`config.mk`:
```
export PLATFORM = sky130hd
export DESIGN_NAME = base58_encoder_top_flat
export DESIGN_NICKNAME = d
export VERILOG_FILES = /design/src/rtl/b58_pkg.sv /design/src/rtl/b58_in_if.sv /design/src/rtl/b58_out_if.sv /design/src/rtl/b58_ram.sv /design/src/rtl/b58_ctrl.sv /design/src/rtl/b58_dpath.sv /design/src/rtl/base58_encoder_top.sv /design/src/flat_wrapper.sv
export SDC_FILE = /design/constraint.sdc
export NUM_CORES = 1
export LEC_CHECK = 0
export CELL_PAD_IN_SITES_DETAIL_PLACEMENT = 0
export CELL_PAD_IN_SITES_GLOBAL_PLACEMENT = 1
export CORE_UTILIZATION = 47
export CTS_CLUSTER_DIAMETER = 100
export DETAILED_ROUTE_END_ITERATION = 8
export DONT_BUFFER_PORTS = 1
export MAX_ROUTING_LAYER = met4
export PLACE_DENSITY_LB_ADDON = 0.15
export SYNTH_ARGS = -nofsm -noshare
export SYNTH_HDL_FRONTEND = slang
export SYNTH_SLANG_ARGS = --single-unit
export TNS_END_PERCENT = 5
```
`constraint.sdc`:
```
create_clock -name clk_i -period 8.09 [get_ports clk_i]
set_input_delay 0 -clock clk_i [delete_from_list [all_inputs] [get_ports clk_i]]
set_output_delay 0 -clock clk_i [all_outputs]
set_load 0.05 [all_outputs]
```
`src/rtl/b58_pkg.sv`:
```
// Shared types, constants and helper functions for the base-58 encoder.
`default_nettype none

package b58_pkg;

  localparam int unsigned RADIX        = 58;
  localparam int unsigned RESULT_LIMIT = 45;
  localparam int unsigned KW           = $clog2(RESULT_LIMIT + 1);
  localparam int unsigned DIGIT_W      = 6;
  localparam int unsigned SUM_W        = 14;
  localparam int unsigned RECIP_58     = 1130;  // 2^16 / 58, rounded up
  localparam logic [6:0]  CHAR_ONE     = 7'h31;

  typedef enum logic [2:0] {
    S_IDLE,
    S_WALK,
    S_EXT,
    S_EMIT_RD,
    S_EMIT_LD
  } b58_state_e;

  typedef struct packed {
    logic take_in;
    logic walk;
    logic ext;
    logic emit_rd;
    logic emit_ld;
    logic clear;
  } b58_cmd_t;

  typedef struct packed {
    logic accepted;
    logic fold_take;
    logic last_in;
    logic final_flag;
    logic count_zero;
    logic walk_last;
    logic ext_more;
    logic n_zero;
    logic emit_last;
    logic out_free;
  } b58_stat_t;

  // Quotient and remainder of x / 58 for x below 58 * 256, by reciprocal.
  function automatic logic [13:0] div58(input logic [SUM_W-1:0] x);
    logic [24:0]      prod;
    logic [7:0]       quo;
    logic [SUM_W-1:0] rem;
    prod = 25'(x) * 25'(RECIP_58);
    quo  = prod[23:16];
    rem  = x - SUM_W'(SUM_W'(quo) * SUM_W'(RADIX));
    return {quo, rem[DIGIT_W-1:0]};
  endfunction

  // Bitcoin alphabet: 1-9, A-H, J-N, P-Z, a-k, m-z.
  function automatic logic [6:0] b58_char(input logic [DIGIT_W-1:0] d);
    logic [6:0] c;
    if (d < 6'd9) begin
      c = 7'h31 + 7'(d);
    end else if (d < 6'd17) begin
      c = 7'h41 + 7'(d - 6'd9);
    end else if (d < 6'd22) begin
      c = 7'h4A + 7'(d - 6'd17);
    end else if (d < 6'd33) begin
      c = 7'h50 + 7'(d - 6'd22);
    end else if (d < 6'd44) begin
      c = 7'h61 + 7'(d - 6'd33);
    end else if (d < 6'd58) begin
      c = 7'h6D + 7'(d - 6'd44);
    end else begin
      c = CHAR_ONE;
    end
    return c;
  endfunction

endpackage

`default_nettype wire

```
`src/rtl/b58_in_if.sv`:
```
// Byte input channel: valid/ready with data byte and final-byte flag.
`default_nettype none

interface b58_in_if;
  logic       valid;
  logic       ready;
  logic [7:0] data_byte;
  logic       last_byte;

  modport source (output valid, output data_byte, output last_byte, input ready);
  modport sink   (input valid, input data_byte, input last_byte, output ready);
endinterface

`default_nettype wire

```
`src/rtl/b58_out_if.sv`:
```
// Character output channel: valid/ready with character and flags.
`default_nettype none

interface b58_out_if;
  logic       valid;
  logic       ready;
  logic [6:0] out_char;
  logic       last_char;
  logic       too_long;

  modport source (output valid, output out_char, output last_char, output too_long,
                  input ready);
  modport sink   (input valid, input out_char, input last_char, input too_long,
                  output ready);
endinterface

`default_nettype wire

```
`src/rtl/b58_ram.sv`:
```
// Generic single-write, single-read RAM with registered read data.
`default_nettype none

module b58_ram #(
  parameter int unsigned WIDTH = 6,
  parameter int unsigned DEPTH = 45
) (
  input  wire logic                     clk_i,
  input  wire logic                     we_i,
  input  wire logic [$clog2(DEPTH)-1:0] waddr_i,
  input  wire logic [WIDTH-1:0]         wdata_i,
  input  wire logic                     re_i,
  input  wire logic [$clog2(DEPTH)-1:0] raddr_i,
  output logic      [WIDTH-1:0]         rdata_o
);

  logic [WIDTH-1:0] mem_q [DEPTH];
  logic [WIDTH-1:0] rdata_q;

  always_ff @(posedge clk_i) begin
    if (we_i) begin
      mem_q[waddr_i] <= wdata_i;
    end
    if (re_i) begin
      rdata_q <= mem_q[raddr_i];
    end
  end

  assign rdata_o = rdata_q;

endmodule

`default_nettype wire

```
`src/rtl/b58_ctrl.sv`:
```
// Sequencer for byte intake, carry walk, digit growth and character output.
`default_nettype none

module b58_ctrl
  import b58_pkg::*;
(
  input  wire logic      clk_i,
  input  wire logic      rst_ni,
  input  wire b58_stat_t stat_i,
  output b58_cmd_t       cmd_o
);

  b58_state_e state_q, state_d;

  always_ff @(posedge clk_i or negedge rst_ni) begin
    if (!rst_ni) begin
      state_q <= S_IDLE;
    end else begin
      state_q <= state_d;
    end
  end

  always_comb begin
    state_d = state_q;
    cmd_o   = '0;
    case (state_q)
      S_IDLE: begin
        cmd_o.take_in = 1'b1;
        if (stat_i.accepted) begin
          if (stat_i.fold_take) begin
            state_d = stat_i.count_zero ? S_EXT : S_WALK;
          end else if (stat_i.last_in) begin
            state_d = S_EMIT_RD;
          end
        end
      end
      S_WALK: begin
        cmd_o.walk = 1'b1;
        if (stat_i.walk_last) begin
          state_d = S_EXT;
        end
      end
      S_EXT: begin
        if (stat_i.ext_more) begin
          cmd_o.ext = 1'b1;
        end else begin
          state_d = stat_i.final_flag ? S_EMIT_RD : S_IDLE;
        end
      end
      S_EMIT_RD: begin
        if (stat_i.n_zero) begin
          cmd_o.clear = 1'b1;
          state_d     = S_IDLE;
        end else begin
          cmd_o.emit_rd = 1'b1;
          state_d       = S_EMIT_LD;
        end
      end
      S_EMIT_LD: begin
        if (stat_i.out_free) begin
          cmd_o.emit_ld = 1'b1;
          if (stat_i.emit_last) begin
            cmd_o.clear = 1'b1;
            state_d     = S_IDLE;
          end else begin
            state_d = S_EMIT_RD;
          end
        end
      end
      default: begin
        state_d = S_IDLE;
      end
    endcase
  end

endmodule

`default_nettype wire

```
`src/rtl/b58_dpath.sv`:
```
// Digit store, counters, shared divide-by-58 unit and output register.
`default_nettype none

module b58_dpath
  import b58_pkg::*;
#(
  parameter int unsigned MAX_BYTES  = 32,
  parameter int unsigned MAX_DIGITS = 45
) (
  input  wire logic     clk_i,
  input  wire logic     rst_ni,
  input  wire b58_cmd_t cmd_i,
  output b58_stat_t     stat_o,
  b58_in_if.sink        in_i,
  b58_out_if.source     out_o
);

  localparam int unsigned BCW = $clog2(MAX_BYTES + 1);
  localparam int unsigned CW  = $clog2(MAX_DIGITS + 1);
  localparam int unsigned AW  = $clog2(MAX_DIGITS);
  localparam int unsigned TW  = $clog2(MAX_BYTES + MAX_DIGITS + RESULT_LIMIT + 1);

  logic [BCW-1:0]     byte_cnt_q, zero_cnt_q;
  logic [CW-1:0]      dcnt_q;
  logic [AW-1:0]      j_q;
  logic [KW-1:0]      k_q;
  logic [7:0]         carry_q;
  logic               seen_q, ovf_q, final_q;
  logic               out_valid_q;
  logic [6:0]         out_char_q;
  logic               out_last_q, out_long_q;

  logic               accepted, in_range, fold_take;
  logic [SUM_W-1:0]   div_in;
  logic [13:0]        div_out;
  logic [7:0]         quo;
  logic [DIGIT_W-1:0] rem;
  logic [DIGIT_W-1:0] rdata;
  logic               we, re;
  logic [AW-1:0]      waddr, raddr;
  logic [TW-1:0]      total, idx_full;
  logic [KW-1:0]      n_chars;
  logic               is_one, emit_last;

  assign in_i.ready = cmd_i.take_in;
  assign accepted   = in_i.valid & in_i.ready;
  assign in_range   = byte_cnt_q < BCW'(MAX_BYTES);
  assign fold_take  = accepted & in_range & (seen_q | (in_i.data_byte != 8'd0));

  // carry + digit * 256 is just the digit above the carry byte
  assign div_in  = cmd_i.walk ? {rdata, carry_q} : {6'd0, carry_q};
  assign div_out = div58(div_in);
  assign quo     = div_out[13:6];
  assign rem     = div_out[5:0];

  assign total     = TW'(zero_cnt_q) + TW'(dcnt_q);
  assign n_chars   = (total > TW'(RESULT_LIMIT)) ? KW'(RESULT_LIMIT) : KW'(total);
  assign is_one    = TW'(k_q) < TW'(zero_cnt_q);
  assign emit_last = (TW'(k_q) + TW'(1)) == TW'(n_chars);
  assign idx_full  = TW'(dcnt_q) + TW'(zero_cnt_q) - TW'(k_q) - TW'(1);

  assign we    = cmd_i.walk | cmd_i.ext;
  assign waddr = cmd_i.walk ? j_q : dcnt_q[AW-1:0];
  assign re    = cmd_i.walk | cmd_i.emit_rd | cmd_i.take_in;

  always_comb begin
    if (cmd_i.walk) begin
      raddr = AW'(j_q + AW'(1));
    end else if (cmd_i.emit_rd) begin
      raddr = idx_full[AW-1:0];
    end else begin
      raddr = '0;
    end
  end

  b58_ram #(
    .WIDTH (DIGIT_W),
    .DEPTH (MAX_DIGITS)
  ) u_store (
    .clk_i   (clk_i),
    .we_i    (we),
    .waddr_i (waddr),
    .wdata_i (rem),
    .re_i    (re),
    .raddr_i (raddr),
    .rdata_o (rdata)
  );

  always_ff @(posedge clk_i or negedge rst_ni) begin
    if (!rst_ni) begin
      byte_cnt_q <= '0;
      zero_cnt_q <= '0;
      dcnt_q     <= '0;
      j_q        <= '0;
      k_q        <= '0;
      seen_q     <= 1'b0;
      ovf_q      <= 1'b0;
      final_q    <= 1'b0;
    end else if (cmd_i.clear) begin
      byte_cnt_q <= '0;
      zero_cnt_q <= '0;
      dcnt_q     <= '0;
      j_q        <= '0;
      k_q        <= '0;
      seen_q     <= 1'b0;
      ovf_q      <= 1'b0;
      final_q    <= 1'b0;
    end else begin
      if (accepted) begin
        final_q <= in_i.last_byte;
        j_q     <= '0;
        if (in_range) begin
          byte_cnt_q <= byte_cnt_q + BCW'(1);
          if (!seen_q && in_i.data_byte == 8'd0) begin
            zero_cnt_q <= zero_cnt_q + BCW'(1);
          end else begin
            seen_q <= 1'b1;
          end
        end else begin
          ovf_q <= 1'b1;
        end
      end
      if (cmd_i.walk) begin
        j_q <= AW'(j_q + AW'(1));
      end
      if (cmd_i.ext) begin
        dcnt_q <= dcnt_q + CW'(1);
      end
      if (cmd_i.emit_ld) begin
        k_q <= k_q + KW'(1);
      end
    end
  end

  // carry is payload: load the byte on a fold, advance on every divide step
  always_ff @(posedge clk_i) begin
    if (fold_take) begin
      carry_q <= in_i.data_byte;
    end else if (cmd_i.walk || cmd_i.ext) begin
      carry_q <= quo;
    end
  end

  always_ff @(posedge clk_i or negedge rst_ni) begin
    if (!rst_ni) begin
      out_valid_q <= 1'b0;
    end else if (cmd_i.emit_ld) begin
      out_valid_q <= 1'b1;
    end else if (out_o.ready) begin
      out_valid_q <= 1'b0;
    end
  end

  always_ff @(posedge clk_i) begin
    if (cmd_i.emit_ld) begin
      out_char_q <= is_one ? CHAR_ONE : b58_char(rdata);
      out_last_q <= emit_last;
      out_long_q <= ovf_q;
    end
  end

  assign out_o.valid     = out_valid_q;
  assign out_o.out_char  = out_char_q;
  assign out_o.last_char = out_last_q;
  assign out_o.too_long  = out_long_q;

  always_comb begin
    stat_o            = '0;
    stat_o.accepted   = accepted;
    stat_o.fold_take  = fold_take;
    stat_o.last_in    = in_i.last_byte;
    stat_o.final_flag = final_q;
    stat_o.count_zero = dcnt_q == '0;
    stat_o.walk_last  = (CW'(j_q) + CW'(1)) == dcnt_q;
    stat_o.ext_more   = (carry_q != 8'd0) && (dcnt_q < CW'(MAX_DIGITS));
    stat_o.n_zero     = n_chars == '0;
    stat_o.emit_last  = emit_last;
    stat_o.out_free   = !out_valid_q || out_o.ready;
  end

endmodule

`default_nettype wire

```
`src/rtl/base58_encoder_top.sv`:
```
// Top level of the base-58 (Bitcoin alphabet) byte string encoder.
`default_nettype none

// Bytes arrive one per word on in_i, most significant first, last_byte on the
// final one; the encoded text leaves one character per word on out_o, with
// last_char on its final character and too_long on every character when
// bytes past MAX_BYTES were dropped. A leading zero byte, or a dropped byte,
// only updates the counters and flags; the block stays ready unless it was
// the final byte. Any other byte is folded in by a carry walk that visits
// each stored base-58 digit once through the single read port of the digit
// RAM and the one shared divide-by-58 unit, and the stored value then grows
// by at most two digits. After the final byte each character is read from
// the digit RAM, then loaded into the output register once that is free. The
// next message's first byte is taken while the last character still waits
// in the output register. The digit RAM needs no clearing after reset.
module base58_encoder_top
  import b58_pkg::*;
#(
  parameter int unsigned MAX_BYTES  = 32,
  parameter int unsigned MAX_DIGITS = 45
) (
  input  wire logic clk_i,
  input  wire logic rst_ni,
  b58_in_if.sink    in_i,
  b58_out_if.source out_o
);

  b58_cmd_t  cmd;
  b58_stat_t stat;

  b58_ctrl u_ctrl (
    .clk_i  (clk_i),
    .rst_ni (rst_ni),
    .stat_i (stat),
    .cmd_o  (cmd)
  );

  b58_dpath #(
    .MAX_BYTES  (MAX_BYTES),
    .MAX_DIGITS (MAX_DIGITS)
  ) u_dpath (
    .clk_i  (clk_i),
    .rst_ni (rst_ni),
    .cmd_i  (cmd),
    .stat_o (stat),
    .in_i   (in_i),
    .out_o  (out_o)
  );

  // at most one datapath operation per cycle
  a_one_op: assert property (@(posedge clk_i) disable iff (!rst_ni)
    $onehot0({cmd.take_in, cmd.walk, cmd.ext, cmd.emit_rd, cmd.emit_ld}))
    else $error("more than one datapath command active");

  // a byte that neither folds nor ends the message leaves the block ready
  a_quick_byte: assert property (@(posedge clk_i) disable iff (!rst_ni)
    stat.accepted && !stat.fold_take && !stat.last_in |=> in_i.ready)
    else $error("not ready after a counted or dropped byte");

  // loading the final character frees the input side at once
  a_ready_after_last: assert property (@(posedge clk_i) disable iff (!rst_ni)
    cmd.emit_ld && stat.emit_last |=> in_i.ready && out_o.valid && out_o.last_char)
    else $error("final character load did not return to intake");

  // a clear only ever comes with the final character or an empty text
  a_clear_cause: assert property (@(posedge clk_i) disable iff (!rst_ni)
    cmd.clear |-> (cmd.emit_ld && stat.emit_last) || stat.n_zero)
    else $error("message state cleared early");

endmodule

`default_nettype wire
```
`src/flat_wrapper.sv`:
```
// flat-port wrapper written by rule: the top's interface ports become plain ports
module base58_encoder_top_flat import b58_pkg::*;
#(
  parameter int unsigned MAX_BYTES  = 32,
  parameter int unsigned MAX_DIGITS = 45
)
  (clk_i, rst_ni, in_i_valid, in_i_data_byte, in_i_last_byte, in_i_ready, out_o_valid, out_o_out_char, out_o_last_char, out_o_too_long, out_o_ready);
  b58_in_if in_i_i ();
  b58_out_if out_o_i ();
  input  wire logic clk_i;
  input  wire logic rst_ni;
  input wire logic [$bits(in_i_i.valid)-1:0] in_i_valid;
  input wire logic [$bits(in_i_i.data_byte)-1:0] in_i_data_byte;
  input wire logic [$bits(in_i_i.last_byte)-1:0] in_i_last_byte;
  output wire logic [$bits(in_i_i.ready)-1:0] in_i_ready;
  output wire logic [$bits(out_o_i.valid)-1:0] out_o_valid;
  output wire logic [$bits(out_o_i.out_char)-1:0] out_o_out_char;
  output wire logic [$bits(out_o_i.last_char)-1:0] out_o_last_char;
  output wire logic [$bits(out_o_i.too_long)-1:0] out_o_too_long;
  input wire logic [$bits(out_o_i.ready)-1:0] out_o_ready;
  assign in_i_i.valid = in_i_valid;
  assign in_i_i.data_byte = in_i_data_byte;
  assign in_i_i.last_byte = in_i_last_byte;
  assign in_i_ready = in_i_i.ready;
  assign out_o_valid = out_o_i.valid;
  assign out_o_out_char = out_o_i.out_char;
  assign out_o_last_char = out_o_i.last_char;
  assign out_o_too_long = out_o_i.too_long;
  assign out_o_i.ready = out_o_ready;
  base58_encoder_top #(.MAX_BYTES(MAX_BYTES), .MAX_DIGITS(MAX_DIGITS)) u_core (.clk_i(clk_i), .rst_ni(rst_ni), .in_i(in_i_i), .out_o(out_o_i));
endmodule
```
Word-level counts from Yosys, hierarchy flattened
Memory sizes are Yosys's and may differ from the RTL's. A register that Yosys moved wholly into a read port is not among the register bits.
Index checks and enable logic that the tools add are counted.
{"block": "word_totals", "regBits": 54, "ramBits": 270, "in_bits": 13, "output_inout_bits": 11, "memories": 1, "word_cells": 155}
{"memory": "u_core.u_dpath.u_store.mem_q", "depth": 45, "word_bits": 6, "rd": 1, "rd_clocked_by_memory_dff": 1, "write_ports": 1, "line_no": "b58_ram.sv:17", "rtl": "logic [WIDTH-1:0] mem_q [DEPTH];"}
{"block": "op_classes", "reduce_logical": 25, "magnitude_cmp": 10, "n_mul": 2, "n_mux": 62, "n_bitwise": 7, "add_sub_neg": 21, "eq_ne": 13}
{"op": "$mux W6", "count": 18}
{"op": "$mux W7", "count": 6}
{"op": "$add A7 B7 Y7 const A", "count": 5}
{"op": "$add A6 B1 Y6 const B", "count": 5}
{"op": "$lt A6 B6 Y1 const B", "count": 5}
{"op": "$mul A14 B10 Y23 const B", "count": 1}
{"op": "$mux W1", "count": 22}
{"op": "$mux W3", "count": 7}
{"op": "$mux W8", "count": 2}
{"op": "$reduce_bool A8 Y1", "count": 2}
{"op": "$pmux W3 S5", "count": 1}
{"op": "$mux W14", "count": 1}
{"op": "$reduce_bool A2 Y1", "count": 7}
{"op": "$sub A6 B5 Y7 const B", "count": 2}
{"op": "$sub A6 B6 Y7 const B", "count": 2}
{"op": "$logic_not A6 Y1", "count": 2}
{"op": "$lt A6 B5 Y1 const B", "count": 2}
{"op": "$sub A6 B6 Y6", "count": 2}
{"op": "$logic_not A8 Y1", "count": 1}
{"op": "$mul A8 B5 Y5 const B", "count": 1}
{"op": "$mux W2", "count": 4}
{"op": "$ne A2 B1 Y1 const B", "count": 4}
{"op": "$add A6 B1 Y7 const B", "count": 1}
{"op": "$add A6 B6 Y7", "count": 1}
{"op": "24 further kinds", "count": 36}

Logic depth before layout (Yosys ltp)
Gate-level depths: netlist of the first run.
{"block": "depth", "depth_word": 9, "mapped_depth": 30, "mapped_depth_nobuf": 28}

Hierarchy
A second synthesis of the first run with hierarchy kept.
{"block": "hier_totals", "cells_unflattened": 1335, "hier_area_um2": 17660.7}
{"module": "b58_ram", "instances": 1, "area_per_inst_um2": 11050.6, "cells_per_inst": 587}
{"module": "b58_dpath", "instances": 1, "area_per_inst_um2": 6328.6, "cells_per_inst": 714}
{"module": "b58_ctrl", "instances": 1, "area_per_inst_um2": 281.5, "cells_per_inst": 34}

Worst setup path after synthesis of the first run
Ideal clock, no wire load.
{"block": "synth_timing", "kind": "reg2reg", "start": "register u_core.u_ctrl.state_q[2]", "end": "memory u_core.u_dpath.u_store.mem_q[0][5], data pin", "t_arrival_ns": 7.640, "path_slack_ns": -0.011, "setup_time_ns": 0.461, "stages_incl_launch_ff": 29, "path_cell_list": "dfrtp_1 > nor2_1 > and2_1 > clkbuf_1 > clkbuf_1 > nand2_1 > inv_1 > ha_1 > ha_1 > fa_1 > fa_1 > inv_1 > fa_1 > inv_1 > ha_1 > a21o_1 > a21oi_1 > o21ai_0 > a211oi_1 > inv_1 > a21oi_1 > xnor2_1 > ha_1 > ha_1 > inv_1 > ha_1 > a21oi_1 > xnor2_1 > xnor2_1"}
{"block": "synth_via", "elab_chain_cells": 6}
{"item": "from (decl)", "line_no": "b58_ctrl.sv:13", "rtl": "b58_state_e state_q, state_d;"}
{"item": "from (signal assigned)", "line_no": "b58_ctrl.sv:19", "rtl": "state_q <= state_d;"}
{"item": "$eq A3 B1 Y1", "line_no": "b58_ctrl.sv:26", "rtl": "case (state_q)"}
{"item": "$mux W1", "line_no": "b58_ctrl.sv:26"}
{"item": "$mux W14", "line_no": "b58_dpath.sv:51", "rtl": "assign div_in = cmd_i.walk ? {rdata, carry_q} : {6'd0, carry_q};"}
{"item": "$mul A14 B10 Y23", "line_no": "b58_pkg.sv:49", "rtl": "prod = 25'(x) * 25'(RECIP_58);"}
{"item": "$mul A8 B5 Y5", "line_no": "b58_pkg.sv:51", "rtl": "rem = x - SUM_W'(SUM_W'(quo) * SUM_W'(RADIX));"}
{"item": "$sub A6 B6 Y6", "line_no": "b58_pkg.sv:51"}
{"item": "named net u_core.u_dpath.div_out[5]", "line_no": "b58_dpath.sv:35", "rtl": "logic [13:0] div_out;"}
{"item": "to (decl)", "line_no": "b58_ram.sv:17"}
The timed path passes the listed nets, and every way through them passes these cells.

Worst setup path after layout of the first run
{"block": "layout_timing", "start": "register u_core.u_ctrl.state_q[2]", "end": "memory u_core.u_dpath.u_store.mem_q[13][5], data pin"}
Same word-level chain as after synthesis.

==> results_tabular.tex, run 1 <==
\begin{tabular}{lr}
\hline
Metric & Value \\
\hline
\multicolumn{2}{l}{\textbf{Logic synthesis}} \\
Portion of synthesized cell area occupied by the leading cell type & 48.2\% \\
Cell types with the largest area share after synthesis & sky130\_fd\_sc\_hd\_\_edfxtp\_1 48\%, sky130\_fd\_sc\_hd\_\_ha\_1 7.9\%, sky130\_fd\_sc\_hd\_\_dfrtp\_1 5.1\% \\
Leading register cell type out of synthesis & sky130\_fd\_sc\_hd\_\_edfxtp\_1 \\
Share of the synthesized area in compound gates (AO/OA/AOI/OAI) & around 13\% \\
Mux contribution to synthesized area & 0.391\% \\
Xor/xnor share of the synthesized area & between 2 and 3\% \\
Synth Area in Simple Gates & between 10\% and 20\% \\
Synth area leader & sky130\_fd\_sc\_hd\_\_edfxtp\_1 \\
Flip-flop and latch count after synthesis & 330 \\
Share of synthesized registers carrying an async set or reset & between 10\% and 20\% \\
Number of flops mapped to enable cells by yosys & 293 \\
Cells after Synth & 1644 \\
Synthesized-area fraction occupied by adder cells & 11.2\% \\
Warnings, synthesis & 0 \\
Area of the mapped netlist & 18300 µm² \\
Post-Syn Nets & 1802 \\
Syn avg cell area & 11.1 µm² \\
Sequential cell area fraction in the yosys report & 53.3\% \\
Largest family of logic cells by synthesized area & simple AND/OR/NAND/NOR gates \\
Post-synthesis cell type count & 71 \\
\multicolumn{2}{l}{\textbf{STA}} \\
Setup repair after global routing missed its margin & false \\
Total Neg Setup Slack & 0 ns \\
Endpoints failing hold & 0 \\
Count of endpoints failing setup in the final report & 0 \\
Transition at the pin with the smallest max-transition slack & 1.30 ns \\
Highest Clock Rate & 0.132 GHz \\
Slew HR & about an eighth \\
Final period demand of the worst path & 7.60 ns \\
Number of max-slew violations in the final report & 0 \\
Clk\_skew & roughly 0.015 ns \\
Ratio of final minimum period to clock period & 93.9\% \\
\multicolumn{2}{l}{\textbf{GRT}} \\
GRT Overall Usage & between 20 and 30\% \\
Maximum number of pins on one net before global-route repair & 84 \\
Global-route wire length before repair & approximately 75 mm \\
Via count of the first global-routing pass & 12815 \\
Number of antenna violations at the first check in global routing & 0 \\
Total grt overflow & 0 \\
\multicolumn{2}{l}{\textbf{Setup path}} \\
Worst reg2reg path startpoint & u\_core.u\_ctrl.state\_q[2] \\
Nature of the critical path endpoint & register \\
Top fanout value on the critical path & 23 \\
Worst R2R Setup Slack & 0.49 ns \\
Setup Crit Path Kind & reg2reg \\
Signal arrival time at the worst endpoint & 7.82 ns \\
Type of origin of the critical path & register \\
Path depth of the worst reg2reg path & 25 \\
Worst R2R End & u\_core.u\_dpath.u\_store.mem\_q[13][5] \\
Worst EP required & approximately 8.3 ns \\
\multicolumn{2}{l}{\textbf{Final layout}} \\
Area of the multi-input gates & 7780 µm² \\
Commonest cells after routing, fill and taps aside & 293 x sky130\_fd\_sc\_hd\_\_edfxtp\_1, 184 x sky130\_fd\_sc\_hd\_\_nand2\_1, 125 x sky130\_fd\_sc\_hd\_\_nor2\_1 \\
Area growth syn-to-layout & 10.1\% \\
Commonest non-fill, non-tap cell in the layout & sky130\_fd\_sc\_hd\_\_edfxtp\_1 \\
Number of nets in the layout & 1795 \\
Area of all sequential standard cells & 9720 µm² \\
\# diodes & 0 \\
Share of layout cells above drive strength 1 & 6.85\% \\
Fillers & 3348 \\
\multicolumn{2}{l}{\textbf{Clock tree}} \\
Cts bufs inserted & 37 \\
H-tree lvl count & 2 \\
\# clock sinks & 330 \\
Clock-pin slew reported for the worst setup and hold paths after clock tree synthesis & 0.07 ns \\
Clock root cell & sky130\_fd\_sc\_hd\_\_clkbuf\_16 \\
Postcts setup bufs & 0 \\
Clock tree from TritonCTS & built \\
Largest buffer count on any clock path & 3 \\
Worst skew pair latency & 0.54 ns \\
\multicolumn{2}{l}{\textbf{Detailed routing}} \\
Post-detailed-route via-to-cell ratio & 5.88 \\
DRC violation total after the first TritonRoute iteration & 914 \\
Total wire length after detailed routing & $\sim$48 mm \\
DRC violation count after routing & 0 \\
Total vias in the final route & 12787 \\
Detailed-route wire length per cell & 21.9 µm \\
Number of antenna-violating nets in the routed design & 0 \\
First-pass DRT Iterations & 5 \\
\multicolumn{2}{l}{\textbf{Floorplan}} \\
Initial Util & 48.1\% \\
Width of the chip & 199 µm \\
Std-Cell Rows & 71 \\
Standard cell core area & 37900 µm² \\
Ports placed on the boundary & 24 \\
Vertical die dimension & 199 µm \\
Die Footprint & a little under 40000 µm² \\
\multicolumn{2}{l}{\textbf{Placed design}} \\
Buffers added on ports & 0 \\
Detailed Place HPWL & roughly 31 mm \\
Global placer's final weighted congestion & between 0.8 and 0.9 \\
\multicolumn{2}{l}{\textbf{Run}} \\
Max Cap Viol & 0 \\
\multicolumn{2}{l}{\textbf{Worst hold path}} \\
Type of the worst min-delay path & in2reg \\
Worst Hold Path Cells & 5 \\
Hold Crit Start & in\_i\_data\_byte[6] \\
Hold worst-path end & u\_core.u\_ctrl.state\_q[1] \\
\multicolumn{2}{l}{\textbf{Run status}} \\
Run status & finished clean \\
\hline
\end{tabular}
[sequential cells by signal (all words and copies together), names as in the netlist, 3 cells and up]
signal                          count
u_core.u_dpath.u_store.mem_q      270
u_core.u_dpath.carry_q              8
u_core.u_dpath.out_o.out_char       7
u_core.u_dpath.byte_cnt_q           6
u_core.u_dpath.dcnt_q               6
u_core.u_dpath.j_q                  6
u_core.u_dpath.k_q                  6
u_core.u_dpath.u_store.rdata_o      6
u_core.u_dpath.zero_cnt_q           6
u_core.u_ctrl.state_q               3
[layer usage]
metal,vias up,global-route usage [%],wire length [µm]
li1,6078,-,-
met3,72,3.04,2520
met2,311,41.0,22600
met5,-,-,0
met1,6326,34.3,21300
met4,0,7.46,1110
[worst max-delay path by stage]
stage                             startpoint                                  end  slack [ns]  cells past startpoint
global route        u_core.u_ctrl.state_q[2]  u_core.u_dpath.u_store.mem_q[10][5]        0.01                     24
global placement    u_core.u_ctrl.state_q[2]   u_core.u_dpath.u_store.mem_q[8][5]        0.40                     25
finish              u_core.u_ctrl.state_q[2]  u_core.u_dpath.u_store.mem_q[13][5]        0.49                     25
CTS                 u_core.u_ctrl.state_q[2]  u_core.u_dpath.u_store.mem_q[12][5]        0.23                     24
floorplan           u_core.u_ctrl.state_q[2]   u_core.u_dpath.u_store.mem_q[0][4]        0.24                     26
detailed placement  u_core.u_ctrl.state_q[2]   u_core.u_dpath.u_store.mem_q[4][5]        0.28                     24
[cells in the mapped netlist (all sizes together), types with 7 or more instances]
cell type  count
nor2         129
xor2          17
a2111oi       11
a211oi        96
nand3b         7
and3          88
buf           23
and4          13
xnor2         41
a311oi        22
o211ai        17
dfrtp         37
a21o          20
nand3         44
a21oi         49
ha           115
inv          113
fa            30
a31oi         15
nor3          29
nand2        185
o31ai          7
o32ai          7
o22ai          8
nand2b         8
clkbuf        69
o21ai         70
nand4b         8
nand4         20
edfxtp       293
[metrics by stage]
step / utilization (%) / instance area [µm²] / instances / hold slack [ns] / worst slack, ns
CTS: 52.9 / 20100 / 2174 / 0.0656 / 0.234
global placement: 49.4 / 18700 / 2091 / -0.295 / 0.404
detailed placement: 49.4 / 18700 / 2091 / -0.295 / 0.281
finish: 53.0 / 20100 / 2175 / 0.0712 / 0.494
floorplan: - / 18300 / 1644 / -0.296 / 0.238
global route: 53.0 / 20100 / 2175 / 0.161 / 0.0116
[cell type report]
cell class	instances	area share, %
sequential	330	48.4
inverter	114	2.13
clock buffer	46	4.88
tap	511	3.18
multi-input combinational	1109	38.7
clock inverter	20	0.753
timing repair buffer	45	1.99
[worst max-delay path: stages, from the launching register on]
cell and delay [ns]:
sky130_fd_sc_hd__dfrtp_1 0.45, sky130_fd_sc_hd__nor2_1 0.16, sky130_fd_sc_hd__and2_1 0.36, sky130_fd_sc_hd__nand2_1 0.21, sky130_fd_sc_hd__inv_1 0.17, sky130_fd_sc_hd__ha_1 0.25
sky130_fd_sc_hd__ha_1 0.30, sky130_fd_sc_hd__fa_1 0.52, sky130_fd_sc_hd__fa_1 0.55, sky130_fd_sc_hd__inv_1 0.05, sky130_fd_sc_hd__fa_1 0.50, sky130_fd_sc_hd__inv_1 0.04
sky130_fd_sc_hd__ha_1 0.30, sky130_fd_sc_hd__a21o_1 0.16, sky130_fd_sc_hd__a21oi_1 0.15, sky130_fd_sc_hd__o21ai_0 0.16, sky130_fd_sc_hd__a21oi_1 0.21, sky130_fd_sc_hd__xnor2_1 0.26
sky130_fd_sc_hd__ha_1 0.34, sky130_fd_sc_hd__ha_1 0.30, sky130_fd_sc_hd__ha_1 0.27, sky130_fd_sc_hd__inv_1 0.04, sky130_fd_sc_hd__ha_1 0.31, sky130_fd_sc_hd__a21oi_1 0.26
sky130_fd_sc_hd__xnor2_2 0.26, sky130_fd_sc_hd__xnor2_4 0.67
[logic make-up after synthesis]
family,after synthesis
AOI/OAI and AO/OA,345
buffers and inverters,206
xor gates and xnor gates,58
and+or+nand+nor,553
DFF,330
adders and majority gates,145
muxes,7
[what timing repair did]
action | in CTS | in global routing
endpoints found under the setup margin | 0 | 45
endpoints found under the hold margin | 57 | 0
hold buffers | 17 | 0
resized for setup | 0 | 2
Power of run 1 is left out: the tool's default activity adds up to more than one toggle a clock period on the data nets, which glitch-free logic cannot reach.
==> run 2: changes to the inputs <==
Settings changed: GPL_TIMING_DRIVEN set to 0, RECOVER_POWER set to 50.
==> results_tabular.tex, run 2 (synthesis gave the netlist of run 1 again) <==
\begin{tabular}{lr}
\hline
Metric & Value \\
\hline
\multicolumn{2}{l}{\textbf{Worst hold path}} \\
Type of the worst min-delay path & in2reg \\
Worst Hold Path Cells & 5 (unchanged) \\
\multicolumn{2}{l}{\textbf{Placed design}} \\
Detailed Place HPWL & 36.5 mm (+17\%) \\
Global placer's final weighted congestion & 0.900 (+2.2\%) \\
Buffers added on ports & 0 (unchanged) \\
Total placed instance area & 19100 µm² (+1.8\%) \\
\multicolumn{2}{l}{\textbf{Detailed routing}} \\
Post-detailed-route via-to-cell ratio & 5.90 (+0.32\%) \\
Number of antenna-violating nets in the routed design & 0 (unchanged) \\
DRC violation total after the first TritonRoute iteration & 1023 (+12\%) \\
DRC violation count after routing & 0 (unchanged) \\
Total wire length after detailed routing & 50.9 mm (+6.9\%) \\
Total vias in the final route & 13270 (+3.8\%) \\
Detailed-route wire length per cell & 22.6 µm (+3.4\%) \\
First-pass DRT Iterations & 6 (+1) \\
\multicolumn{2}{l}{\textbf{Clock tree}} \\
Cts bufs inserted & 37 (unchanged) \\
Largest buffer count on any clock path & 3 (unchanged) \\
Clock-pin slew reported for the worst setup and hold paths after clock tree synthesis & 0.06 ns (about the same) \\
Clock root cell & sky130\_fd\_sc\_hd\_\_clkbuf\_16 \\
\# clock sinks & 330 (unchanged) \\
Worst skew pair latency & 0.56 ns (+0.02 ns) \\
Clock tree from TritonCTS & built \\
H-tree lvl count & 2 (unchanged) \\
\multicolumn{2}{l}{\textbf{Setup path}} \\
Delay contributed by the slowest stage of the critical path & 0.53 ns (-0.14 ns) \\
Signal arrival time at the worst endpoint & 7.96 ns (+0.14 ns) \\
Path depth of the worst reg2reg path & 31 (+24\%) \\
Cell type of the slowest stage on the worst timing path & sky130\_fd\_sc\_hd\_\_fa\_1 \\
Top fanout value on the critical path & 28 (+22\%) \\
Total stage count of the critical path & 31 (+24\%) \\
Most frequent CP cell & sky130\_fd\_sc\_hd\_\_inv\_1 \\
Nature of the critical path endpoint & register \\
Type of origin of the critical path & register \\
Buffering stage count on the worst path with inverters included & 10 (+6) \\
Kind of cell with the highest combined delay on the critical path & adder cells \\
Setup Crit Path Kind & reg2reg \\
Worst EP required & 8.37 ns (+0.06 ns) \\
\multicolumn{2}{l}{\textbf{Floorplan}} \\
Initial Util & 48.1\% (unchanged) \\
Vertical die dimension & 199 µm (unchanged) \\
Die Footprint & 39600 µm² (unchanged) \\
Ports placed on the boundary & 24 (unchanged) \\
Std-Cell Rows & 71 (unchanged) \\
Standard cell core area & 37900 µm² (unchanged) \\
Width of the chip & 199 µm (unchanged) \\
\multicolumn{2}{l}{\textbf{Final layout}} \\
Share of layout cells above drive strength 1 & 6.84\% (-0.0079 points) \\
Largest register by flop count & u\_core.u\_dpath.u\_store.mem\_q \\
Max FFs per register & 270 (unchanged) \\
Commonest non-fill, non-tap cell in the layout & sky130\_fd\_sc\_hd\_\_edfxtp\_1 \\
Final Instance Area & 20400 µm² (+1.6\%) \\
\# diodes & 0 (unchanged) \\
Commonest cells after routing, fill and taps aside & 293 x sky130\_fd\_sc\_hd\_\_edfxtp\_1, 184 x sky130\_fd\_sc\_hd\_\_nand2\_1, 125 x sky130\_fd\_sc\_hd\_\_nor2\_1 \\
Area growth syn-to-layout & 11.9\% \\
Fillers & 3315 (-0.99\%) \\
Number of nets in the layout & 1870 (+4.2\%) \\
\multicolumn{2}{l}{\textbf{STA}} \\
Clk\_skew & 0.0148 ns (-0.000240 ns) \\
Ratio of final minimum period to clock period & 94.9\% (+0.99 points) \\
Setup repair after global routing missed its margin & false \\
Endpoints failing hold & 0 (unchanged) \\
Count of endpoints failing setup in the final report & 0 (unchanged) \\
Number of max-slew violations in the final report & 38 (+38) \\
Transition at the pin with the smallest max-transition slack & 2.16 ns (+0.858 ns) \\
Highest Clock Rate & 0.130 GHz (-1.0\%) \\
Final period demand of the worst path & 7.68 ns (+0.0802 ns) \\
Slew HR & -43.9\% (-57 points) \\
Total Neg Setup Slack & 0 ns (unchanged) \\
\multicolumn{2}{l}{\textbf{GRT}} \\
Total grt overflow & 0 (unchanged) \\
Global-route wire length before repair & 78.8 mm (+5.4\%) \\
GRT Overall Usage & 27.5\% (+1.9 points) \\
Maximum number of pins on one net before global-route repair & 46 (-45\%) \\
Number of antenna violations at the first check in global routing & 0 (unchanged) \\
Via count of the first global-routing pass & 13249 (+3.4\%) \\
\multicolumn{2}{l}{\textbf{Run}} \\
Max Cap Viol & 1 (+1) \\
\multicolumn{2}{l}{\textbf{Run status}} \\
Violated checks & capacitance limit, slew limit \\
Run status & finished, violations left \\
\hline
\end{tabular}
[run 2: what timing repair did]
item,4_1_cts,5_1_grt
setup buffers,3,0
hold buffers,18,0
pin swaps,1,1
endpoints found under the hold margin,59,0
endpoints found under the setup margin,89,67
resized for setup,3,4
[run 2: area by class of cell]
type                    count  area [µm²]  share of cell area (%)
clock inverters            21         181                   0.888
repair buffers             30         325                    1.59
well taps                 511         639                    3.13
clock buffers              45         977                    4.78
inverters                 114         428                    2.09
multi-input cells        1108        7740                    37.9
plain buffers              91         413                    2.02
flip-flops and latches    330        9720                    47.6
[run 2: worst paths after layout]
| check | from | endpoint | slack (ns) |
|---|---|---|---|
| worst max-delay path | u_core.u_ctrl.state_q[2] | u_core.u_dpath.u_store.mem_q[11][5] | 0.41 |
| worst min-delay path | in_i_data_byte[6] | u_core.u_ctrl.state_q[1] | 0.02 |
| max in group asynchronous | rst_ni | u_core.u_dpath.byte_cnt_q[2] | 5.39 |
| min in group asynchronous | rst_ni | u_core.u_dpath.j_q[3] | 1.46 |
| worst max register to register | u_core.u_ctrl.state_q[2] | u_core.u_dpath.u_store.mem_q[11][5] | 0.41 |
| worst min register to register | u_core.u_dpath.ovf_q | u_core.u_dpath.out_o.too_long | 0.47 |
[run 2: tightest hold or removal path, stage by stage]
cell,delay [ns]
sky130_fd_sc_hd__nor2_1,0.02
sky130_fd_sc_hd__nand3_1,0.16
sky130_fd_sc_hd__nand4b_1,0.13
sky130_fd_sc_hd__a21oi_1,0.15
sky130_fd_sc_hd__a21oi_1,0.07
[run 2: metal layers]
layer  track usage [%]  routed length [µm]  vias up  part of all wire (%)
li1                  -                   -     6210                     -
met5                 -                   0        -                     0
met4              8.69                1230        0                   2.4
met2              44.7               24500      489                    48
met1              35.4               21900     6485                    43
met3              4.07                3260       86                   6.4
[run 2: per-stage QoR]
| stage | instances | setup slack [ns] | utilization [%] | hold WS, ns |
|---|---|---|---|---|
| after floorplan | 1644 | 0.238 | - | -0.296 |
| after global placement | 2155 | -2.67 | 49.8 | -0.295 |
| after detailed placement | 2164 | -0.784 | 50.3 | -0.295 |
| after CTS | 2251 | 0.0154 | 54.1 | 0.00915 |
| after global routing | 2250 | 0.0691 | 53.9 | 0.0802 |
| final | 2250 | 0.414 | 53.9 | 0.0232 |
Power of run 2 is left out for the same reason.
